`config.mk`:
```
export PLATFORM = sky130hd
export DESIGN_NAME = layered_stacking_order_list_top_flat
export DESIGN_NICKNAME = d
export VERILOG_FILES = /design/src/sv/lsol_pkg.sv /design/src/sv/lsol_if.sv /design/src/sv/lsol_ram.sv /design/src/sv/lsol_ctrl.sv /design/src/sv/lsol_dp.sv /design/src/sv/layered_stacking_order_list_top.sv /design/src/flat_wrapper.sv
export VERILOG_INCLUDE_DIRS = /design/src /design/src/sv
export SDC_FILE = /design/constraint.sdc
export NUM_CORES = 1
export LEC_CHECK = 0
export BUFFER_PORTS_ARGS = -buffer_cell sky130_fd_sc_hd__buf_2
export CAP_MARGIN = 15
export CORE_ASPECT_RATIO = 0.8
export CORE_MARGIN = 1
export CORE_UTILIZATION = 40
export CTS_CLUSTER_SIZE = 12
export DETAILED_ROUTE_END_ITERATION = 7
export SYNTH_ARGS = -nofsm -noshare
export SYNTH_HDL_FRONTEND = slang
export SYNTH_SLANG_ARGS = --single-unit
export TNS_END_PERCENT = 10
```
`constraint.sdc`:
```
create_clock -name clk_i -period 4.03 [get_ports clk_i]
set_input_delay 0.403 -clock clk_i [delete_from_list [all_inputs] [get_ports clk_i]]
set_output_delay 0.403 -clock clk_i [all_outputs]
set_load 0.01 [all_outputs]
```
`src/sv/layered_stacking_order_list_top_assert.svh`:
```
// Assertion macros used by the stacking order list datapath.
`ifndef LAYERED_STACKING_ORDER_LIST_TOP_ASSERT_SVH
`define LAYERED_STACKING_ORDER_LIST_TOP_ASSERT_SVH
`ifndef SYNTH
`define LSOL_ASSERT(name, prop, msg) \
  name: assert property (@(posedge clk_i) disable iff (!rst_ni) prop) else $error(msg);
`define LSOL_ASSERT_RST(name, prop, msg) \
  name: assert property (@(posedge clk_i) prop) else $error(msg);
`else
`define LSOL_ASSERT(name, prop, msg)
`define LSOL_ASSERT_RST(name, prop, msg)
`endif
`endif

```
`src/sv/lsol_pkg.sv`:
```
// Types and constants of the layered stacking order list.
`timescale 1ns / 1ps
`default_nettype none
package lsol_pkg;

  localparam int unsigned LSOL_MAX_ENTRIES = 64;
  localparam int unsigned ID_W    = 8;
  localparam int unsigned LAYER_W = 3;
  localparam int unsigned ACT_W   = 3;
  localparam int unsigned STAT_W  = 2;

  localparam logic [ACT_W-1:0] ACT_INSERT = 3'd0;
  localparam logic [ACT_W-1:0] ACT_APPEND = 3'd1;
  localparam logic [ACT_W-1:0] ACT_REMOVE = 3'd2;
  localparam logic [ACT_W-1:0] ACT_RAISE  = 3'd3;
  localparam logic [ACT_W-1:0] ACT_LOWER  = 3'd4;
  localparam logic [ACT_W-1:0] ACT_CHANGE = 3'd5;

  localparam logic [STAT_W-1:0] ST_OK        = 2'd0;
  localparam logic [STAT_W-1:0] ST_NOT_FOUND = 2'd1;
  localparam logic [STAT_W-1:0] ST_FULL      = 2'd2;

  localparam logic [LAYER_W-1:0] LAYER_DESKTOP    = 3'd0;
  localparam logic [LAYER_W-1:0] LAYER_FULLSCREEN = 3'd4;

  typedef enum logic [1:0] {
    RD_IDX,
    RD_IDX_M1,
    RD_ZERO,
    RD_IDX_P1
  } lsol_rd_e;

  typedef struct packed {
    logic [LAYER_W-1:0] layer;
    logic [ID_W-1:0]    id;
  } lsol_entry_t;

  typedef struct packed {
    logic              req_ready;
    logic              latch;
    logic              idx_clr;
    logic              idx_inc;
    logic              idx_dec;
    logic              idx_ld_occ;
    logic              pos_ld;
    logic              stored_ld;
    logic              occ_inc;
    logic              occ_dec;
    lsol_rd_e          rd_sel;
    logic              wr_en;
    logic              wr_new;
    logic              place_ld;
    logic              place_stored;
    logic              place_bottom;
    logic              st_ld;
    logic [STAT_W-1:0] st_code;
    logic              fb_clr;
    logic              front_ld;
    logic              back_ld;
    logic              out_ld;
  } lsol_cmd_t;

  typedef struct packed {
    logic              req_valid;
    logic [ACT_W-1:0]  act;
    logic              idx_at_occ;
    logic              idx_last;
    logic              idx_eq_pos;
    logic              id_match;
    logic              layer_nz;
    logic              slot_hit;
    logic              occ_zero;
    logic              occ_full;
    logic              out_free;
  } lsol_sts_t;

endpackage
`default_nettype wire

```
`src/sv/lsol_if.sv`:
```
// Request and response channel interfaces of the stacking order list.
`timescale 1ns / 1ps
`default_nettype none
interface lsol_req_if;
  logic       valid;
  logic       ready;
  logic [2:0] action;
  logic [7:0] entity;
  logic [2:0] layer;
  modport source (output valid, action, entity, layer, input ready);
  modport sink (input valid, action, entity, layer, output ready);
endinterface

interface lsol_rsp_if;
  logic       valid;
  logic       ready;
  logic [1:0] status;
  logic [7:0] front_entity;
  logic       front_valid;
  logic [7:0] back_entity;
  logic       back_valid;
  modport source (output valid, status, front_entity, front_valid, back_entity, back_valid,
                  input ready);
  modport sink (input valid, status, front_entity, front_valid, back_entity, back_valid,
                output ready);
endinterface
`default_nettype wire

```
`src/sv/lsol_ram.sv`:
```
// Generic single-write, single-read RAM with registered read data.
`timescale 1ns / 1ps
`default_nettype none
module lsol_ram #(
  parameter int unsigned Width = 8,
  parameter int unsigned Depth = 64
) (
  input  wire logic                     clk_i,
  input  wire logic                     we_i,
  input  wire logic [$clog2(Depth)-1:0] waddr_i,
  input  wire logic [Width-1:0]         wdata_i,
  input  wire logic [$clog2(Depth)-1:0] raddr_i,
  output logic      [Width-1:0]         rdata_o
);
  logic [Width-1:0] mem_q [Depth];

  always_ff @(posedge clk_i) begin
    if (we_i) begin
      mem_q[waddr_i] <= wdata_i;
    end
    rdata_o <= mem_q[raddr_i];
  end
endmodule
`default_nettype wire

```
`src/sv/lsol_ctrl.sv`:
```
// Sequencer for the stacking order list: find, drop, slot search, shift, front/back scan.
`timescale 1ns / 1ps
`default_nettype none
module lsol_ctrl (
  input  wire logic               clk_i,
  input  wire logic               rst_ni,
  input  wire lsol_pkg::lsol_sts_t sts_i,
  output lsol_pkg::lsol_cmd_t     cmd_o
);
  import lsol_pkg::*;

  localparam logic [3:0] S_IDLE      = 4'd0;
  localparam logic [3:0] S_DISPATCH  = 4'd1;
  localparam logic [3:0] S_FIND_RD   = 4'd2;
  localparam logic [3:0] S_FIND_CHK  = 4'd3;
  localparam logic [3:0] S_DROP_RD   = 4'd4;
  localparam logic [3:0] S_DROP_WR   = 4'd5;
  localparam logic [3:0] S_SLOT_RD   = 4'd6;
  localparam logic [3:0] S_SLOT_CHK  = 4'd7;
  localparam logic [3:0] S_SHIFT_RD  = 4'd8;
  localparam logic [3:0] S_SHIFT_WR  = 4'd9;
  localparam logic [3:0] S_FRONT_RD  = 4'd10;
  localparam logic [3:0] S_FRONT_CHK = 4'd11;
  localparam logic [3:0] S_BACK_RD   = 4'd12;
  localparam logic [3:0] S_BACK_CHK  = 4'd13;
  localparam logic [3:0] S_DONE      = 4'd14;

  logic [3:0] state_q, state_d;

  always_ff @(posedge clk_i or negedge rst_ni) begin
    if (!rst_ni) begin
      state_q <= S_IDLE;
    end else begin
      state_q <= state_d;
    end
  end

  always_comb begin
    cmd_o   = '0;
    cmd_o.rd_sel = RD_IDX;
    state_d = state_q;
    case (state_q)
      S_IDLE: begin
        cmd_o.req_ready = 1'b1;
        if (sts_i.req_valid) begin
          cmd_o.latch = 1'b1;
          state_d = S_DISPATCH;
        end
      end
      S_DISPATCH: begin
        case (sts_i.act)
          ACT_INSERT, ACT_APPEND: begin
            if (sts_i.occ_full) begin
              cmd_o.st_ld   = 1'b1;
              cmd_o.st_code = ST_FULL;
              state_d = S_FRONT_RD;
            end else begin
              cmd_o.place_ld     = 1'b1;
              cmd_o.place_bottom = (sts_i.act == ACT_APPEND);
              cmd_o.idx_clr      = 1'b1;
              state_d = S_SLOT_RD;
            end
          end
          ACT_REMOVE, ACT_RAISE, ACT_LOWER, ACT_CHANGE: begin
            cmd_o.idx_clr = 1'b1;
            state_d = S_FIND_RD;
          end
          default: state_d = S_FRONT_RD;
        endcase
      end
      S_FIND_RD: begin
        if (sts_i.idx_at_occ) begin
          cmd_o.st_ld   = 1'b1;
          cmd_o.st_code = ST_NOT_FOUND;
          state_d = S_FRONT_RD;
        end else begin
          state_d = S_FIND_CHK;
        end
      end
      S_FIND_CHK: begin
        if (sts_i.id_match) begin
          cmd_o.stored_ld = 1'b1;
          state_d = S_DROP_RD;
        end else begin
          cmd_o.idx_inc = 1'b1;
          state_d = S_FIND_RD;
        end
      end
      S_DROP_RD: begin
        // read the entry below idx; when idx is the last entry the drop is done
        if (sts_i.idx_last) begin
          cmd_o.occ_dec = 1'b1;
          if (sts_i.act == ACT_REMOVE) begin
            state_d = S_FRONT_RD;
          end else begin
            cmd_o.place_ld     = 1'b1;
            cmd_o.place_stored = (sts_i.act != ACT_CHANGE);
            cmd_o.place_bottom = (sts_i.act == ACT_LOWER);
            cmd_o.idx_clr      = 1'b1;
            state_d = S_SLOT_RD;
          end
        end else begin
          cmd_o.rd_sel = RD_IDX_P1;
          state_d = S_DROP_WR;
        end
      end
      S_DROP_WR: begin
        cmd_o.wr_en   = 1'b1;
        cmd_o.idx_inc = 1'b1;
        state_d = S_DROP_RD;
      end
      S_SLOT_RD: begin
        if (sts_i.idx_at_occ) begin
          cmd_o.pos_ld     = 1'b1;
          cmd_o.idx_ld_occ = 1'b1;
          state_d = S_SHIFT_RD;
        end else begin
          state_d = S_SLOT_CHK;
        end
      end
      S_SLOT_CHK: begin
        if (sts_i.slot_hit) begin
          cmd_o.pos_ld     = 1'b1;
          cmd_o.idx_ld_occ = 1'b1;
          state_d = S_SHIFT_RD;
        end else begin
          cmd_o.idx_inc = 1'b1;
          state_d = S_SLOT_RD;
        end
      end
      S_SHIFT_RD: begin
        if (sts_i.idx_eq_pos) begin
          cmd_o.wr_en   = 1'b1;
          cmd_o.wr_new  = 1'b1;
          cmd_o.occ_inc = 1'b1;
          state_d = S_FRONT_RD;
        end else begin
          cmd_o.rd_sel = RD_IDX_M1;
          state_d = S_SHIFT_WR;
        end
      end
      S_SHIFT_WR: begin
        cmd_o.wr_en   = 1'b1;
        cmd_o.idx_dec = 1'b1;
        state_d = S_SHIFT_RD;
      end
      S_FRONT_RD: begin
        cmd_o.fb_clr = 1'b1;
        cmd_o.rd_sel = RD_ZERO;
        state_d = sts_i.occ_zero ? S_DONE : S_FRONT_CHK;
      end
      S_FRONT_CHK: begin
        cmd_o.front_ld = 1'b1;
        // list is sorted by layer: a desktop top entry means no back either
        if (sts_i.layer_nz) begin
          cmd_o.idx_ld_occ = 1'b1;
          state_d = S_BACK_RD;
        end else begin
          state_d = S_DONE;
        end
      end
      S_BACK_RD: begin
        cmd_o.rd_sel = RD_IDX_M1;
        state_d = S_BACK_CHK;
      end
      S_BACK_CHK: begin
        if (sts_i.layer_nz) begin
          cmd_o.back_ld = 1'b1;
          state_d = S_DONE;
        end else begin
          cmd_o.idx_dec = 1'b1;
          state_d = S_BACK_RD;
        end
      end
      S_DONE: begin
        if (sts_i.out_free) begin
          cmd_o.out_ld = 1'b1;
          state_d = S_IDLE;
        end
      end
      default: state_d = S_IDLE;
    endcase
  end
endmodule
`default_nettype wire

```
`src/sv/lsol_dp.sv`:
```
// Datapath: order RAM, index and occupancy counters, result register.
`timescale 1ns / 1ps
`default_nettype none
`include "layered_stacking_order_list_top_assert.svh"
module lsol_dp #(
  parameter int unsigned MaxEntries = lsol_pkg::LSOL_MAX_ENTRIES
) (
  input  wire logic                clk_i,
  input  wire logic                rst_ni,
  lsol_req_if.sink                 req,
  lsol_rsp_if.source               rsp,
  input  wire lsol_pkg::lsol_cmd_t cmd_i,
  output lsol_pkg::lsol_sts_t      sts_o
);
  import lsol_pkg::*;

  localparam int unsigned AW = $clog2(MaxEntries);
  localparam int unsigned CW = $clog2(MaxEntries + 1);

  logic [ACT_W-1:0]   act_q;
  logic [ID_W-1:0]    id_q;
  logic [LAYER_W-1:0] lay_q;
  logic [LAYER_W-1:0] place_lay_q;
  logic               bottom_q;
  logic [LAYER_W-1:0] stored_q;
  logic [CW-1:0]      idx_q, pos_q, occ_q;
  logic [STAT_W-1:0]  status_q;
  logic [ID_W-1:0]    front_id_q, back_id_q;
  logic               front_v_q, back_v_q;

  logic               rsp_valid_q;
  logic [STAT_W-1:0]  rsp_status_q;
  logic [ID_W-1:0]    rsp_front_q, rsp_back_q;
  logic               rsp_front_v_q, rsp_back_v_q;

  lsol_entry_t        rdata, wdata;
  logic [CW-1:0]      raddr;
  logic [CW-1:0]      idx_m1;
  logic [CW-1:0]      idx_p1;
  logic               accept;

  assign accept = req.valid & req.ready;
  assign req.ready = cmd_i.req_ready;
  assign idx_m1 = idx_q - CW'(1);
  assign idx_p1 = idx_q + CW'(1);

  always_comb begin
    case (cmd_i.rd_sel)
      RD_IDX:    raddr = idx_q;
      RD_IDX_M1: raddr = idx_m1;
      RD_ZERO:   raddr = '0;
      RD_IDX_P1: raddr = idx_p1;
      default:   raddr = idx_q;
    endcase
  end

  assign wdata = cmd_i.wr_new ? lsol_entry_t'({place_lay_q, id_q}) : rdata;

  lsol_ram #(
    .Width(LAYER_W + ID_W),
    .Depth(MaxEntries)
  ) u_ram (
    .clk_i  (clk_i),
    .we_i   (cmd_i.wr_en),
    .waddr_i(idx_q[AW-1:0]),
    .wdata_i(wdata),
    .raddr_i(raddr[AW-1:0]),
    .rdata_o(rdata)
  );

  // payload of the item in flight, plus working indices, status, front/back and result registers
  always_ff @(posedge clk_i) begin
    if (cmd_i.latch) begin
      act_q <= req.action;
      id_q  <= req.entity;
      lay_q <= (req.layer > LAYER_FULLSCREEN) ? LAYER_FULLSCREEN : req.layer;
    end
    if (cmd_i.place_ld) begin
      place_lay_q <= cmd_i.place_stored ? stored_q : lay_q;
      bottom_q    <= cmd_i.place_bottom;
    end
    if (cmd_i.stored_ld) begin
      stored_q <= rdata.layer;
    end
    if (cmd_i.pos_ld) begin
      pos_q <= idx_q;
    end
    if (cmd_i.idx_clr) begin
      idx_q <= '0;
    end else if (cmd_i.idx_ld_occ) begin
      idx_q <= occ_q;
    end else if (cmd_i.idx_inc) begin
      idx_q <= idx_p1;
    end else if (cmd_i.idx_dec) begin
      idx_q <= idx_m1;
    end
    if (cmd_i.latch) begin
      status_q <= ST_OK;
    end else if (cmd_i.st_ld) begin
      status_q <= cmd_i.st_code;
    end
    if (cmd_i.fb_clr) begin
      front_id_q <= '0;
      front_v_q  <= 1'b0;
      back_id_q  <= '0;
      back_v_q   <= 1'b0;
    end
    if (cmd_i.front_ld) begin
      front_v_q  <= (rdata.layer != LAYER_DESKTOP);
      front_id_q <= (rdata.layer != LAYER_DESKTOP) ? rdata.id : '0;
    end
    if (cmd_i.back_ld) begin
      back_v_q  <= 1'b1;
      back_id_q <= rdata.id;
    end
    if (cmd_i.out_ld) begin
      rsp_status_q  <= status_q;
      rsp_front_q   <= front_id_q;
      rsp_front_v_q <= front_v_q;
      rsp_back_q    <= back_id_q;
      rsp_back_v_q  <= back_v_q;
    end
  end

  always_ff @(posedge clk_i or negedge rst_ni) begin
    if (!rst_ni) begin
      occ_q       <= '0;
      rsp_valid_q <= 1'b0;
    end else begin
      if (cmd_i.occ_inc) begin
        occ_q <= occ_q + CW'(1);
      end else if (cmd_i.occ_dec) begin
        occ_q <= occ_q - CW'(1);
      end
      if (cmd_i.out_ld) begin
        rsp_valid_q <= 1'b1;
      end else if (rsp.ready) begin
        rsp_valid_q <= 1'b0;
      end
    end
  end

  assign rsp.valid        = rsp_valid_q;
  assign rsp.status       = rsp_status_q;
  assign rsp.front_entity = rsp_front_q;
  assign rsp.front_valid  = rsp_front_v_q;
  assign rsp.back_entity  = rsp_back_q;
  assign rsp.back_valid   = rsp_back_v_q;

  always_comb begin
    sts_o.req_valid  = req.valid;
    sts_o.act        = act_q;
    sts_o.idx_at_occ = (idx_q == occ_q);
    sts_o.idx_last   = (idx_p1 >= occ_q);
    sts_o.idx_eq_pos = (idx_q == pos_q);
    sts_o.id_match   = (rdata.id == id_q);
    sts_o.layer_nz   = (rdata.layer != LAYER_DESKTOP);
    sts_o.slot_hit   = bottom_q ? (rdata.layer < place_lay_q) : (rdata.layer <= place_lay_q);
    sts_o.occ_zero   = (occ_q == '0);
    sts_o.occ_full   = (occ_q >= CW'(MaxEntries));
    sts_o.out_free   = !rsp_valid_q || rsp.ready;
  end

  `LSOL_ASSERT(a_occ_bound, occ_q <= CW'(MaxEntries), "occupancy above capacity")
  `LSOL_ASSERT(a_wr_in_list, cmd_i.wr_en |-> (idx_q <= occ_q), "write beyond list end")
  `LSOL_ASSERT(a_fb_pair, rsp_valid_q |-> (rsp_front_v_q == rsp_back_v_q), "front/back flag mismatch")
  `LSOL_ASSERT(a_no_accept_busy, accept |=> !req.ready, "beat accepted while busy")
  `LSOL_ASSERT_RST(a_rst_rsp, !rst_ni |=> !rsp_valid_q, "response valid out of reset")
endmodule
`default_nettype wire

```
`src/sv/layered_stacking_order_list_top.sv`:
```
// Top level of the layered stacking order list.
// One action beat in, one result beat out. Entries live in an order RAM with one
// write port and one registered read port, sorted top to bottom by layer; each
// action walks it one entry at a time in some of these passes: a find pass, a
// drop shift, a slot search, an insert shift and a back-entity scan. A new beat
// is taken once the previous result sits in the output register; no clearing
// pass after reset.
`timescale 1ns / 1ps
`default_nettype none
module layered_stacking_order_list_top #(
  parameter int unsigned MaxEntries = lsol_pkg::LSOL_MAX_ENTRIES
) (
  input  wire logic  clk_i,
  input  wire logic  rst_ni,
  lsol_req_if.sink   req_i,
  lsol_rsp_if.source rsp_o
);
  import lsol_pkg::*;

  lsol_cmd_t cmd;
  lsol_sts_t sts;

  lsol_ctrl u_ctrl (
    .clk_i (clk_i),
    .rst_ni(rst_ni),
    .sts_i (sts),
    .cmd_o (cmd)
  );

  lsol_dp #(
    .MaxEntries(MaxEntries)
  ) u_dp (
    .clk_i (clk_i),
    .rst_ni(rst_ni),
    .req   (req_i),
    .rsp   (rsp_o),
    .cmd_i (cmd),
    .sts_o (sts)
  );
endmodule
`default_nettype wire

```
`src/flat_wrapper.sv`:
```
// flat-port wrapper written by rule: the top's interface ports become plain ports
module layered_stacking_order_list_top_flat import lsol_pkg::*;
#(
  parameter int unsigned MaxEntries = lsol_pkg::LSOL_MAX_ENTRIES
)
  (clk_i, rst_ni, req_i_valid, req_i_action, req_i_entity, req_i_layer, req_i_ready, rsp_o_valid, rsp_o_status, rsp_o_front_entity, rsp_o_front_valid, rsp_o_back_entity, rsp_o_back_valid, rsp_o_ready);
  lsol_req_if req_i_i ();
  lsol_rsp_if rsp_o_i ();
  input  wire logic clk_i;
  input  wire logic rst_ni;
  input wire logic [$bits(req_i_i.valid)-1:0] req_i_valid;
  input wire logic [$bits(req_i_i.action)-1:0] req_i_action;
  input wire logic [$bits(req_i_i.entity)-1:0] req_i_entity;
  input wire logic [$bits(req_i_i.layer)-1:0] req_i_layer;
  output wire logic [$bits(req_i_i.ready)-1:0] req_i_ready;
  output wire logic [$bits(rsp_o_i.valid)-1:0] rsp_o_valid;
  output wire logic [$bits(rsp_o_i.status)-1:0] rsp_o_status;
  output wire logic [$bits(rsp_o_i.front_entity)-1:0] rsp_o_front_entity;
  output wire logic [$bits(rsp_o_i.front_valid)-1:0] rsp_o_front_valid;
  output wire logic [$bits(rsp_o_i.back_entity)-1:0] rsp_o_back_entity;
  output wire logic [$bits(rsp_o_i.back_valid)-1:0] rsp_o_back_valid;
  input wire logic [$bits(rsp_o_i.ready)-1:0] rsp_o_ready;
  assign req_i_i.valid = req_i_valid;
  assign req_i_i.action = req_i_action;
  assign req_i_i.entity = req_i_entity;
  assign req_i_i.layer = req_i_layer;
  assign req_i_ready = req_i_i.ready;
  assign rsp_o_valid = rsp_o_i.valid;
  assign rsp_o_status = rsp_o_i.status;
  assign rsp_o_front_entity = rsp_o_i.front_entity;
  assign rsp_o_front_valid = rsp_o_i.front_valid;
  assign rsp_o_back_entity = rsp_o_i.back_entity;
  assign rsp_o_back_valid = rsp_o_i.back_valid;
  assign rsp_o_i.ready = rsp_o_ready;
  layered_stacking_order_list_top #(.MaxEntries(MaxEntries)) u_core (.clk_i(clk_i), .rst_ni(rst_ni), .req_i(req_i_i), .rsp_o(rsp_o_i));
endmodule
```
## Word level (Yosys, flattened, before mapping)

Memory sizes are Yosys's and may differ from the RTL's. A register that Yosys moved wholly into a read port is not among the register bits.
Cells that the tools add are included.

- Add/subtract/negate cells: 4
- $lt $le $gt $ge: 5
- Eq/ne operators: 28
- Multiplexer cells: 79
- Reduce and logical (&&, ||, !) cells: 16

Operators by type and width:

| operator | number |
|---|---|
| one-hot mux 4 bit (15 select lines) | 1 |
| 2-to-1 mux 4 bit | 9 |
| 2-to-1 mux 7 bit | 5 |
| 2-to-1 mux 8 bit | 4 |
| 2-to-1 mux 1 bit | 31 |
| equality test 4 bit, second input constant | 7 |
| one-hot mux 6 bit (4 select lines) | 1 |
| 2-to-1 mux 3 bit | 7 |
| equality test 4 x 3 -> 1 bit, second input constant | 4 |
| 2-to-1 mux 2 bit | 8 |
| adder 7 x 1 -> 7 bit, second input constant | 2 |
| equality test 7 bit | 2 |
| one-hot mux 1 bit (2 select lines) | 7 |
| subtractor 7 x 1 -> 7 bit, second input constant | 2 |
| 2-to-1 mux 11 bit | 1 |
| equality test 4 x 2 -> 1 bit, second input constant | 2 |
| equality test 8 bit | 1 |
| one-hot mux 2 bit (4 select lines) | 1 |
| one-hot mux 4 bit (2 select lines) | 1 |
| nonzero test 2 bit | 4 |
| >= comparator 7 bit | 1 |
| >= comparator 7 bit, second input constant | 1 |
| zero test 7 bit | 1 |
| equality test 3 x 2 -> 1 bit, second input constant | 2 |
| other kinds (22) | 27 |

- Flip-flop bits (word level): 87
- Bits in writable memories: 704
- Input port bits: 18
- Output and inout bits: 22
- Logic and storage cells: 154
- Memories: 1

Memories:

| memory | depth | width | rd ports | clocked after memory_dff | wr ports | RTL line | source |
|---|---|---|---|---|---|---|---|
| u_core.u_dp.u_ram.mem_q | 64 | 11 | 1 | 1 | 1 | lsol_ram.sv:15 | `logic [Width-1:0] mem_q [Depth];` |

## Logic depth before layout (Yosys ltp)

- Depth after elaboration: 6
- Mapped depth: 21
- Depth with buffers taken out: 15

## By module

Synthesis repeated with hierarchy kept, for this count alone.

- Cell total of the unflattened synthesis: 1,737
- Area total of the unflattened synthesis: 32,610.0 µm²

Modules (own cells, without submodules):

| module | times used | cells each | area each (µm²) | seq. area each (µm²) |
|---|---|---|---|---|
| lsol_ram | 1 | 1,279 | 27,486.4 | 21,360.5 |
| lsol_dp | 1 | 344 | 4,279.1 | 2,352.3 |
| lsol_ctrl | 1 | 114 | 844.6 | 100.1 |

## Worst setup path before layout

Ideal clock, no wire load.

- Path kind: reg2reg
- From: register u_core.u_dp.idx_q[2]
- To: memory u_core.u_dp.u_ram.mem_q[0][8] (netlist name) (data pin)
- Setup time: 702 ps
- Data arrival time: 3,746 ps
- Data required time: 3,328 ps
- Path slack: -418 ps
- Stages on the path, launching flop included: 8
- Path buffers: 2
- Period minus slack after synthesis: 4,448 ps
- Path through: dfxtp_1 clkbuf_1 xnor2_1 nand4_1 or4_1 nor3_1 clkbuf_1 o21ai_0

- Word-level cells in the longest chain between the ends: 4

RTL lines:

| element | RTL line | source |
|---|---|---|
| start, declared | lsol_dp.sv:26 | `logic [CW-1:0] idx_q, pos_q, occ_q;` |
| start signal, assigned | lsol_dp.sv:91 | `idx_q <= occ_q;` |
| start signal, assigned | lsol_dp.sv:93 | `idx_q <= idx_p1;` |
| start signal, assigned | lsol_dp.sv:95 | `idx_q <= idx_m1;` |
| equality test 7 bit | lsol_dp.sv:155 | `sts_o.idx_eq_pos = (idx_q == pos_q);` |
| 2-to-1 mux 2 bit | lsol_ctrl.sv:132 | `if (sts_i.idx_eq_pos) begin` |
| 2-to-1 mux 1 bit | lsol_ctrl.sv:42 | `case (state_q)` |
| 2-to-1 mux 11 bit | lsol_dp.sv:57 | `assign wdata = cmd_i.wr_new ? lsol_entry_t'({place_lay_q, id_q}) : rdata;` |
| via u_core.u_dp.u_ram.wdata_i[8] | lsol_ram.sv:11 | `input wire logic [Width-1:0] wdata_i,` |
| end, declared | lsol_ram.sv:15 |  |

The timed path passes the listed nets, and every way through them passes these cells.

## Worst setup path in the final report

- From: register u_core.u_dp.idx_q[1]
- To: register u_core.u_dp.u_ram.rdata_o[1] (read register of u_core.u_dp.u_ram.mem_q)

- Word-level cells in the longest chain between the ends: 6
- Elaborated cells between the ends (all ways): 12
- Classes of those cells: add/sub (2); order compare (1); eq/ne (4); mux (4); reduce/logical (1)

RTL lines:

| element | RTL line | source |
|---|---|---|
| adder 7 x 1 -> 7 bit | lsol_dp.sv:45 | `assign idx_p1 = idx_q + CW'(1);` |
| >= comparator 7 bit | lsol_dp.sv:154 | `sts_o.idx_last = (idx_p1 >= occ_q);` |
| 2-to-1 mux 2 bit | lsol_ctrl.sv:91 | `if (sts_i.idx_last) begin` |
| one-hot mux 2 bit (4 select lines) | lsol_ctrl.sv:42 |  |
| equality test 2 bit, or another cell as far along | lsol_dp.sv:48 | `case (cmd_i.rd_sel)` |
| one-hot mux 6 bit (4 select lines) (*) | lsol_dp.sv:48 |  |
| end, declared | lsol_ram.sv:13 | `output logic [Width-1:0] rdata_o` |

Mark *: on every way between the ends. The rest lies on a longest branch, timed or not.
A chain may end at the register's enable or synchronous reset.

==> flow_summary_export.csv <==
group,metric,value,unit
sta,fin_setup_tns,-0.0492,ns
sta,skew,0.0301,ns
grt,grt_pass1_vias,21100,
synthesis,syn_avg_cell_area,14.7,um2
sta,fmax,247,MHz
synthesis,netlist_area,33000,um2
synthesis,yosysTopAreaCell,"edfxtp_1",
setup_path,arrival,4.62,ns
sta,tightest_slew,1.08,ns
power_and_ir_drop,vdd_drop_max,0.537,mV
setup_path,crit_start,"u_core.u_dp.idx_q[1]",
synthesis,synth-seq-cells,802,
route,firstDrtPassIters,6,
synthesis,yosys-top-cells-area,"edfxtp_1 (70%), nand2_1 (4.0%), mux4_2 (2.5%), a211oi_1 (1.8%), and3_1 (1.6%)",
synthesis,synth_top_cell_area_share,70.0,%
placed_design,placed_area,36900,um2
synthesis,synthArstFlopShare,1.50,%
clock_network,clk_latency,0.65,ns
route,initialDrtViolationCount,3055,
synthesis,yosysWarningCount,0,
synthesis,synth_fa_ha_area_share,0.781,%
layout,antenna_cells,0,
sta,setup_viol,4,
clock_network,clockBufferDepth,3,
grt,overflow,0,
layout,stdcell_area,40400,um2
sta,relSlewSlack,27.9,%
synthesis,synth_compound_area_share,8.39,%
layout,drive_above_1_share,25.4,%
clock_network,path_clk_slew,0.07,ns
layout,final_cell_mix,"edfxtp_1 (769), nand2_1 (353), buf_4 (323), nor2_1 (104), nand3_1 (104)",
setup_path,timing.rr.start,"u_core.u_dp.idx_q[1]",
clock_network,cts.htree.levels,3,
route,routed_wl,97700,um
setup_path,worstSetupPathType,"reg2reg",
synthesis,synthCells,2242,
sta,rsz0062_at_grt,"yes",
die,ios,40,
clock_network,cts_buffers,82,
sta,fin_crit_sh,101,%
layout,syn2layout_area_growth,22.3,%
synthesis,synth_xor_area_share,0.929,%
min_path,hold_class,"in2reg",
layout,final_util,49.8,%
route,drc_errors,0,
die,std_cell_rows,93,
synthesis,synthSimpleGateAreaFrac,10.3,%
route,wl_per_cell,26.1,um
min_path,holdCritStartpoint,"req_i_layer[1]",
placed_design,hpwl,63800,um
sta,worst_slack,-0.0236,ns
route,num_vias,21700,
synthesis,syn_nets,2280,
synthesis,synthFlopType,"edfxtp_1",
die,fp.dieArea,83700,um2
die,core,81100,um2
synthesis,synth-seq-area-share,72.2,%
layout,nets,2648,
synthesis,synth_edf_count,769,
sta,slew_violations,0,
status,failed_checks,"setup timing",
sta,holdWs,0.0560,ns
setup_path,crit_fanout,9,
grt,antenna_found_initial,3,
layout,final_common_cell,"edfxtp_1",
grt,grt_max_degree,65,
clock_network,cts_tree,"built",
setup_path,cp-end-kind,"register",
setup_path,cp_data_required_time,4.60,ns
power_and_ir_drop,power.density,925,nW/um2
setup_path,start_kind,"register",
clock_network,clock_sinks,802,
synthesis,synth_top_family_by_area,"simple AND/OR/NAND/NOR gates",
sta,period_needed,4.05,ns
route,vias_per_cell,5.77,
synthesis,ys_types,74,
grt,grt_use_total,23.3,%
sta,hold_viol,0,
run,cap_violations,0,
route,ant_nets,0,
placed_design,io_buffer_count,39,
grt,grt_pass1_wl,143000,um
synthesis,muxShareOfSynthArea,5.11,%
die,start_util,40.7,%
die,dieWidth,323,um
die,die_y,259,um
power_and_ir_drop,power.leakage,14.1,nW
status,status,"finished, violations left",
clock_network,cts_root_buffer,"clkbuf_16",
placed_design,pre_cts_slack,-0.569,ns
placed_design,gp_congestion,0.901,
[sequential cells by signal, indices dropped and copies added (netlist names), 4 cells and up]
| register | flops |
|---|---|
| u_core.u_dp.rsp.back_entity | 8 |
| u_core.u_dp.u_ram.mem_q | 704 |
| u_core.u_dp.front_id_q | 8 |
| u_core.u_dp.u_ram.rdata_o | 11 |
| u_core.u_dp.rsp.front_entity | 8 |
| u_core.u_dp.occ_q | 7 |
| u_core.u_ctrl.state_q | 4 |
| u_core.u_dp.pos_q | 7 |
| u_core.u_dp.idx_q | 7 |
| u_core.u_dp.back_id_q | 8 |
| u_core.u_dp.id_q | 8 |
[worst max-delay path, cell delays in order (launching register included)]
cell and delay (ns):
dfxtp_4 0.39, ha_4 0.18, nand3_2 0.10, xor2_2 0.17, inv_1 0.08, ha_1 0.19, a21o_1 0.24, a211o_4 0.40
o2111ai_4 0.27, and2_2 0.34, buf_4 0.23, buf_4 0.21, nand2_1 0.07, a311oi_1 0.36, a2bb2oi_2 0.34, o22ai_1 0.16
a221oi_2 0.23
[final timing paths]
kind                                                    to  slack (ns)  cells after the start
setup / recovery              u_core.u_dp.u_ram.rdata_o[1]       -0.02                     16
hold / removal                        u_core.u_dp.lay_q[1]        0.06                      2
setup reg to reg              u_core.u_dp.u_ram.rdata_o[1]       -0.02                     16
hold reg to reg            u_core.u_dp.rsp.front_entity[2]        0.42                      0
max in group asynchronous             u_core.u_dp.occ_q[4]        3.60                      2
min in group asynchronous         u_core.u_ctrl.state_q[3]        0.18                      2
[Yosys cell counts, drive strengths merged (9+ instances only)]
| cell | number |
|---|---|
| a311oi | 51 |
| nand2 | 356 |
| nor3 | 15 |
| a22o | 11 |
| clkbuf | 63 |
| a221oi | 10 |
| mux2i | 51 |
| xor2 | 9 |
| o21ai | 31 |
| and2 | 21 |
| nand4 | 10 |
| o211ai | 12 |
| nand2b | 9 |
| nand3 | 106 |
| dfxtp | 21 |
| a21o | 12 |
| buf | 75 |
| xnor2 | 26 |
| dfrtp | 12 |
| ha | 19 |
| nor2 | 109 |
| a21oi | 27 |
| inv | 28 |
| mux4 | 44 |
| o22ai | 11 |
| mux2 | 14 |
| a31oi | 41 |
| a211oi | 83 |
| edfxtp | 769 |
| nor2b | 9 |
| and3 | 87 |
| a22oi | 20 |
[cell type report]
type	instances	area, um2
Clock buffer	111	2230
Clock inverter	22	219
Fill cell	6816	40700
Inverter	28	105
Multi-Input combinational cell	1275	9040
Sequential cell	802	23800
Tap cell	1092	1370
Timing Repair Buffer	421	3580
[layer usage]
layer	vias to the layer above	part of all wire, %	GRT usage, %
li1	9418	-	-
met1	11100	44	35.1
met2	1009	44	34.2
met3	124	9.7	5.31
met4	0	1.9	5.57
met5	-	0	0
[kinds of logic (layout without fill, tap and decap cells)]
| group | after synthesis | in the layout |
|---|---|---|
| AOI/OAI and AO/OA | 363 | 363 |
| xor gates and xnor gates | 35 | 35 |
| adders and majority gates | 20 | 20 |
| buffers and inverters | 166 | 582 |
| DFF | 802 | 802 |
| muxes | 109 | 109 |
| and+or+nand+nor | 747 | 748 |
[timing repair]
item | in CTS | in global routing
setup buffers | 7 | 8
endpoints found under the hold margin | 24 | 0
gates resized for setup | 54 | 79
cloned | 2 | 0
pin swaps | 17 | 31
hold buffers | 13 | 0
setup endpoints to repair | 11 | 11
[report_power, final]
group	leakage (nW)	internal [mW]	switching (mW)
combinational	5.62	7.62	11.6
clock	1.20	4.06	3.14
sequential	7.27	10.7	0.272
[stage by stage]
stage	std cells	power, mW
final	3751	37.3
after global routing	3751	38.8
after CTS	3744	36.4
after detailed placement	3589	28.5
after global placement	3589	28.3
after floorplan	2242	20.1
No activity file was read; power rests on OpenSTA's default activity.
